[src/hw/rtl/f64nhz_pkg.sv]
// ----------------------------------------------------------------------------
// f64nhz_pkg
// Shared types and constants for the binary64 hertz to nanohertz converter.
// ----------------------------------------------------------------------------
package f64nhz_pkg;

    localparam int IN_W    = 64;
    localparam int OUT_W   = 64;
    localparam int FRAC_W  = 52;
    localparam int SIG_W   = 53;
    localparam int PROD_W  = 83;
    localparam int SHIFT_W = 11;

    localparam logic [29:0]       NHZ_PER_HZ = 30'd1000000000;
    localparam logic [10:0]       EXP_BIAS_SHIFT = 11'd1075;
    localparam logic [IN_W-1:0]   LIMIT_BITS =
        (64'(1057) << 52) | (64'(1266874890) << 18);

    typedef enum logic [1:0] {
        ST_OK        = 2'd0,
        ST_INVALID   = 2'd1,
        ST_TOO_LARGE = 2'd2,
        ST_ZERO      = 2'd3
    } status_t;

endpackage

[src/hw/rtl/f64nhz_if.sv]
// ----------------------------------------------------------------------------
// f64nhz_if
// Valid/ready channel carrying an input or a result item.
// ----------------------------------------------------------------------------
interface f64nhz_in_if;
    logic        valid;
    logic        ready;
    logic [63:0] hertz_bits;
    modport source (output valid, output hertz_bits, input ready);
    modport sink   (input valid, input hertz_bits, output ready);
endinterface

interface f64nhz_out_if;
    logic        valid;
    logic        ready;
    logic [63:0] nanohertz;
    logic [1:0]  status;
    modport source (output valid, output nanohertz, output status, input ready);
    modport sink   (input valid, input nanohertz, input status, output ready);
endinterface

[src/hw/rtl/float64_hz_to_nanohertz_unit.sv]
// ----------------------------------------------------------------------------
// float64_hz_to_nanohertz_unit
// Converts a binary64 frequency in hertz to a rounded 64-bit nanohertz count.
// ----------------------------------------------------------------------------
//  channel   direction  payload
//  in_ch     sink       hertz_bits[63:0]
//  out_ch    source     nanohertz[63:0], status[1:0]
//
// Four register stages: decode, partial products, sum and shift, round.
// One item per cycle sustained while the output is not stalled. All stages advance
// together when the output register is empty or being taken, so a stall
// holds every stage. Reset clears only the valid bits.
module float64_hz_to_nanohertz_unit (
    input  logic clk,
    input  logic rst_n,
    f64nhz_in_if.sink    in_ch,
    f64nhz_out_if.source out_ch
);
    import f64nhz_pkg::*;

    logic adv;
    logic v1_reg, v2_reg, v3_reg, v4_reg;

    // Stage 1: decode
    logic            done1_reg;
    status_t         st1_reg;
    logic [SIG_W-1:0] sig1_reg;
    logic [SHIFT_W-1:0] sh1_reg;
    // Stage 2: partial products
    logic            done2_reg;
    status_t         st2_reg;
    logic [61:0]     lo2_reg;
    logic [50:0]     hi2_reg;
    logic [SHIFT_W-1:0] sh2_reg;
    // Stage 3: shifted value and round bit
    logic            done3_reg;
    status_t         st3_reg;
    logic [OUT_W-1:0] val3_reg;
    logic            rnd3_reg;
    // Stage 4: output
    status_t         st4_reg;
    logic [OUT_W-1:0] val4_reg;

    assign adv = !out_ch.valid || out_ch.ready;
    assign in_ch.ready = adv;

    // Decode
    logic [10:0] bexp;
    logic [FRAC_W-1:0] frac;
    logic done1_next;
    status_t st1_next;
    always_comb
    begin
        bexp = in_ch.hertz_bits[62:52];
        frac = in_ch.hertz_bits[FRAC_W-1:0];
        done1_next = 1'b1;
        st1_next = ST_OK;
        if (bexp == 11'h7ff)
            st1_next = ST_INVALID;
        else if (bexp == 11'd0 && frac == '0)
            st1_next = ST_INVALID;
        else if (in_ch.hertz_bits[63])
            st1_next = ST_INVALID;
        else if (in_ch.hertz_bits >= LIMIT_BITS)
            st1_next = ST_TOO_LARGE;
        else if (bexp == 11'd0)
            st1_next = ST_ZERO;
        else
            done1_next = 1'b0;
    end

    // Sum and shift
    logic [PROD_W-1:0] prod;
    logic [PROD_W:0]   shifted;
    logic [PROD_W-1:0] rbits;
    logic done3_next, rnd3_next;
    always_comb
    begin
        prod = {21'd0, lo2_reg} + ({32'd0, hi2_reg} << 32);
        shifted = '0;
        rbits = '0;
        rnd3_next = 1'b0;
        done3_next = done2_reg;
        if (!done2_reg)
        begin
            if (sh2_reg >= 11'd128)
                done3_next = 1'b1;
            else
            begin
                shifted = {1'b0, prod >> sh2_reg[6:0]};
                rbits = prod >> (sh2_reg[6:0] - 7'd1);
                rnd3_next = rbits[0];
            end
        end
    end

    logic st3_big;
    assign st3_big = (shifted[PROD_W:OUT_W] != '0);

    always_ff @(posedge clk or negedge rst_n)
    begin
        if (!rst_n)
        begin
            v1_reg <= 1'b0;
            v2_reg <= 1'b0;
            v3_reg <= 1'b0;
            v4_reg <= 1'b0;
        end
        else if (adv)
        begin
            v1_reg <= in_ch.valid;
            v2_reg <= v1_reg;
            v3_reg <= v2_reg;
            v4_reg <= v3_reg;
        end
    end

    always_ff @(posedge clk)
    begin
        if (adv)
        begin
            done1_reg <= done1_next;
            st1_reg   <= st1_next;
            sig1_reg  <= {1'b1, frac};
            sh1_reg   <= EXP_BIAS_SHIFT - bexp;

            done2_reg <= done1_reg;
            st2_reg   <= st1_reg;
            lo2_reg   <= 62'(sig1_reg[31:0]) * 62'(NHZ_PER_HZ);
            hi2_reg   <= 51'(sig1_reg[SIG_W-1:32]) * 51'(NHZ_PER_HZ);
            sh2_reg   <= sh1_reg;

            done3_reg <= done3_next || (!done2_reg && st3_big);
            st3_reg   <= done2_reg ? st2_reg :
                         (done3_next ? ST_ZERO : ST_TOO_LARGE);
            val3_reg  <= shifted[OUT_W-1:0];
            rnd3_reg  <= rnd3_next;

            if (done3_reg)
            begin
                st4_reg  <= st3_reg;
                val4_reg <= '0;
            end
            else if (rnd3_reg && val3_reg == '1)
            begin
                st4_reg  <= ST_TOO_LARGE;
                val4_reg <= '0;
            end
            else if (val3_reg + OUT_W'(rnd3_reg) == '0)
            begin
                st4_reg  <= ST_ZERO;
                val4_reg <= '0;
            end
            else
            begin
                st4_reg  <= ST_OK;
                val4_reg <= val3_reg + OUT_W'(rnd3_reg);
            end
        end
    end

    assign out_ch.valid     = v4_reg;
    assign out_ch.nanohertz = val4_reg;
    assign out_ch.status    = st4_reg;

endmodule

[src/flat_wrapper.sv]
// flat-port wrapper written by rule: the top's interface ports become plain ports
module float64_hz_to_nanohertz_unit_flat import f64nhz_pkg::*;
  (clk, rst_n, in_ch_valid, in_ch_hertz_bits, in_ch_ready, out_ch_valid, out_ch_nanohertz, out_ch_status, out_ch_ready);
  f64nhz_in_if in_ch_i ();
  f64nhz_out_if out_ch_i ();
  input  logic clk;
  input  logic rst_n;
  input wire logic [$bits(in_ch_i.valid)-1:0] in_ch_valid;
  input wire logic [$bits(in_ch_i.hertz_bits)-1:0] in_ch_hertz_bits;
  output wire logic [$bits(in_ch_i.ready)-1:0] in_ch_ready;
  output wire logic [$bits(out_ch_i.valid)-1:0] out_ch_valid;
  output wire logic [$bits(out_ch_i.nanohertz)-1:0] out_ch_nanohertz;
  output wire logic [$bits(out_ch_i.status)-1:0] out_ch_status;
  input wire logic [$bits(out_ch_i.ready)-1:0] out_ch_ready;
  assign in_ch_i.valid = in_ch_valid;
  assign in_ch_i.hertz_bits = in_ch_hertz_bits;
  assign in_ch_ready = in_ch_i.ready;
  assign out_ch_valid = out_ch_i.valid;
  assign out_ch_nanohertz = out_ch_i.nanohertz;
  assign out_ch_status = out_ch_i.status;
  assign out_ch_i.ready = out_ch_ready;
  float64_hz_to_nanohertz_unit u_core (.clk(clk), .rst_n(rst_n), .in_ch(in_ch_i), .out_ch(out_ch_i));
endmodule
[config.mk]
export PLATFORM = sky130hd
export DESIGN_NAME = float64_hz_to_nanohertz_unit_flat
export DESIGN_NICKNAME = d
export VERILOG_FILES = /design/src/hw/rtl/f64nhz_pkg.sv /design/src/hw/rtl/f64nhz_if.sv /design/src/hw/rtl/float64_hz_to_nanohertz_unit.sv /design/src/flat_wrapper.sv
export SDC_FILE = /design/constraint.sdc
export NUM_CORES = 2
export LEC_CHECK = 0
export BUFFER_PORTS_ARGS = -buffer_cell sky130_fd_sc_hd__buf_2
export CAP_MARGIN = 20
export CELL_PAD_IN_SITES_DETAIL_PLACEMENT = 1
export CELL_PAD_IN_SITES_GLOBAL_PLACEMENT = 2
export CORE_UTILIZATION = 35
export DETAILED_ROUTE_END_ITERATION = 10
export PLACE_DENSITY = 0.73
export SLEW_MARGIN = 20
export SYNTH_ARGS = -nofsm -noshare
export SYNTH_HDL_FRONTEND = slang
export SYNTH_SLANG_ARGS = --single-unit
[constraint.sdc]
create_clock -name clk -period 16.78 [get_ports clk]
set_input_delay 0.839 -clock clk [delete_from_list [all_inputs] [get_ports clk]]
set_output_delay 0.839 -clock clk [all_outputs]
set_load 0.01 [all_outputs]
==> impl_metrics.ini <==
[sta]
setup_tns_ps = 0
worstMarginPinSlew_ps = 1108
rsz0062_at_grt = false
finalMaxSlewViolations = 0
hold_violations = 0
holdWs_ps = 399.3
layout_min_cycle_time_ps = 7710
max_freq_mhz = 129.7
report.final.setup_viol = 0
min_period_over_period_pct = 45.95
finClkSkew_ps = 57.58
timing.slew.headroom_pct = 25.48

[worst_setup_path]
r2r_end = u_core.lo2_reg[57]
reg2reg_slack_ps = 9070
endpoint_kind = flip-flop
critical_path_required_ps = 17150
startpoint = u_core.sig1_reg[6]
r2r-start = u_core.sig1_reg[6]
critPathArrivalTime_ps = 8080
cp_max_fo = 7
startpoint_type = flip-flop
criticalPathCategory = reg -> reg
rr_worst_depth = 24
setup.worst_path.end = u_core.lo2_reg[57]

[global_route]
overflow = 0
grt_antenna_before_repair = 2
grt_max_degree = 76
grt_pass1_wl_microns = 200300
grt_pass1_vias = 32990
grt_usage_pct = 21.37

[yosys]
synth-seq-cells = 313
synth_edf_count = 309
postSynthAreaPerCell_sq_um = 10.22
postSynthNetCount = 5194
ys_async_sr_fraction_pct = 1.278
ys_types = 104
synth_seq_area_share_pct = 22.22
synthesis.area_sq_um = 42210
yosysWarnings = 0
synthCells = 4130
synth_ff_type = edfxtp_1

[cts]
cts.sinks = 313
cts_tree = built
cts_root_buf = clkbuf_16
h-tree-depth = 2
cts_hold_buf = 1
cts_buffers = 43
clkTransAtPathRegs_ps = 60
post_cts_buffers = 0
cts_resized = 0
insertion_delay_ps = 640
clockBufferDepth = 3

[finish]
nets = 5282
syn_to_final_growth_pct = 9.150
drive_gt1_share_pct = 9.414
n_antenna_cell = 0
final_cell_mix = inv_1 (742), fa_1 (500), ha_1 (496), edfxtp_1 (309), nor2_1 (260)
final_common_cell = inv_1

[hold_path]
hp-start = in_ch_hertz_bits[50]
hold_class = in -> reg

[route]
ant_nets = 0
dr.pass1.iters = 5
via_per_inst = 5.238
drt_iter0_markers = 1618
wl_per_cell_microns = 22.08
drc = 0
postRouteWirelength_microns = 129400
vias = 30700

[floorplanning]
die_x_microns = 349.3
core_area_sq_um = 119800
io_pins = 136
die-area_sq_um = 122000
rows = 127
start_util_pct = 35.23
die_y_microns = 349.3

[flow_run]
maxCapViolations = 0

[place]
gp_congestion = 0.9148
portBuffers = 135
dpl.hpwl_microns = 109600

[status]
status = finished, final reports clean
==> routing by layer <==
layer	wire, microns	global-route usage [%]
met4	3051	5.111
met1	60350	29.19
met2	61530	35.99
met3	4490	2.454
met5	0	0
==> cells in the mapped netlist (16+ instances only) <==
master    count  area (sq um)
nor2_1      260         975.9
mux2_2       32         360.4
a21o_1       61         457.9
o21bai_1     18         135.1
nand4_1      46         287.8
xnor2_1     114         998.5
a31oi_1      27         168.9
buf_2        17         85.08
ha_1        496          6206
o21a_1       16         120.1
nor3_1       79         395.4
mux4_2       67          1509
buf_1        26         97.59
fa_1        500         10010
a211oi_1     48         360.4
inv_1       745          2796
and2_1       21         131.4
nand2_1     230         863.3
edfxtp_1    309          9279
nor2b_1      22         137.6
and3_1       30         187.7
nand3_1      82         410.4
clkbuf_1     84         315.3
mux2i_1      96         960.9
nor4_1       31         193.9
o21ai_0     120         600.6
nand2b_1     23         143.9
xor2_1       66         578.1
o22ai_1      23         143.9
a21oi_1     182         910.9
==> area by class of cell <==
cell class                      instances  area, sq um
Fill cell                           13480        73740
Inverter                              749         2811
Clock inverter                         24        247.7
Timing Repair Buffer                  172        955.9
Sequential cell                       313         9379
Multi-Input combinational cell       2939        29510
Tap cell                             1612         2017
Clock buffer                           52         1151
==> worst min path at each step <==
stage | end | slack (ps) | cells after the start
floorplan | u_core.done2_reg | 400 | 0
global placement | u_core.st2_reg[0] | 400 | 0
detailed placement | u_core.sh2_reg[8] | 410 | 0
CTS | u_core.sig1_reg[50] | 340 | 1
global route | u_core.sig1_reg[50] | 370 | 1
finish | u_core.sig1_reg[50] | 400 | 1
==> logic make-up (layout without fill, tap and decap cells) <==
logic type	after synthesis	after routing	share of synthesized area (%)
adders and majority gates	996	996	38.41
and+or+nand+nor	893	893	10.18
buffers and inverters	878	997	7.884
AOI/OAI and AO/OA	669	669	10.63
DFF	313	313	22.22
muxes	195	195	6.704
xor gates and xnor gates	186	186	3.966
==> stage by stage <==
stage          util (%)  cells  cell area (sq um)  setup WS (ps)
3_5_place_dp      37.28   5784              44670           9033
5_1_grt           38.46   5861              46080           8610
2_1_floorplan         -   4130              42210           7190
4_1_cts           38.46   5861              46080           9015
6_report          38.46   5861              46080           9070
3_3_place_gp      37.28   5784              44670           9179
==> critical path, cell delays in order (launching register included) <==
cell,delay [ps]
edfxtp_1,560
inv_1,190
fa_1,520
fa_1,540
fa_1,530
fa_1,520
fa_1,550
inv_1,60
fa_1,520
inv_1,50
fa_1,530
inv_1,40
ha_1,360
a21oi_1,160
o21ai_0,130
o21ai_0,250
nand2_1,90
o31ai_1,540
a21oi_1,200
a21oi_1,350
o211a_1,210
nor3_1,60
a41oi_1,240
nor2b_1,190
xnor2_1,80
Power is not shown: default switching activity piles up to over one toggle a cycle in this logic, so the estimate is an artifact.
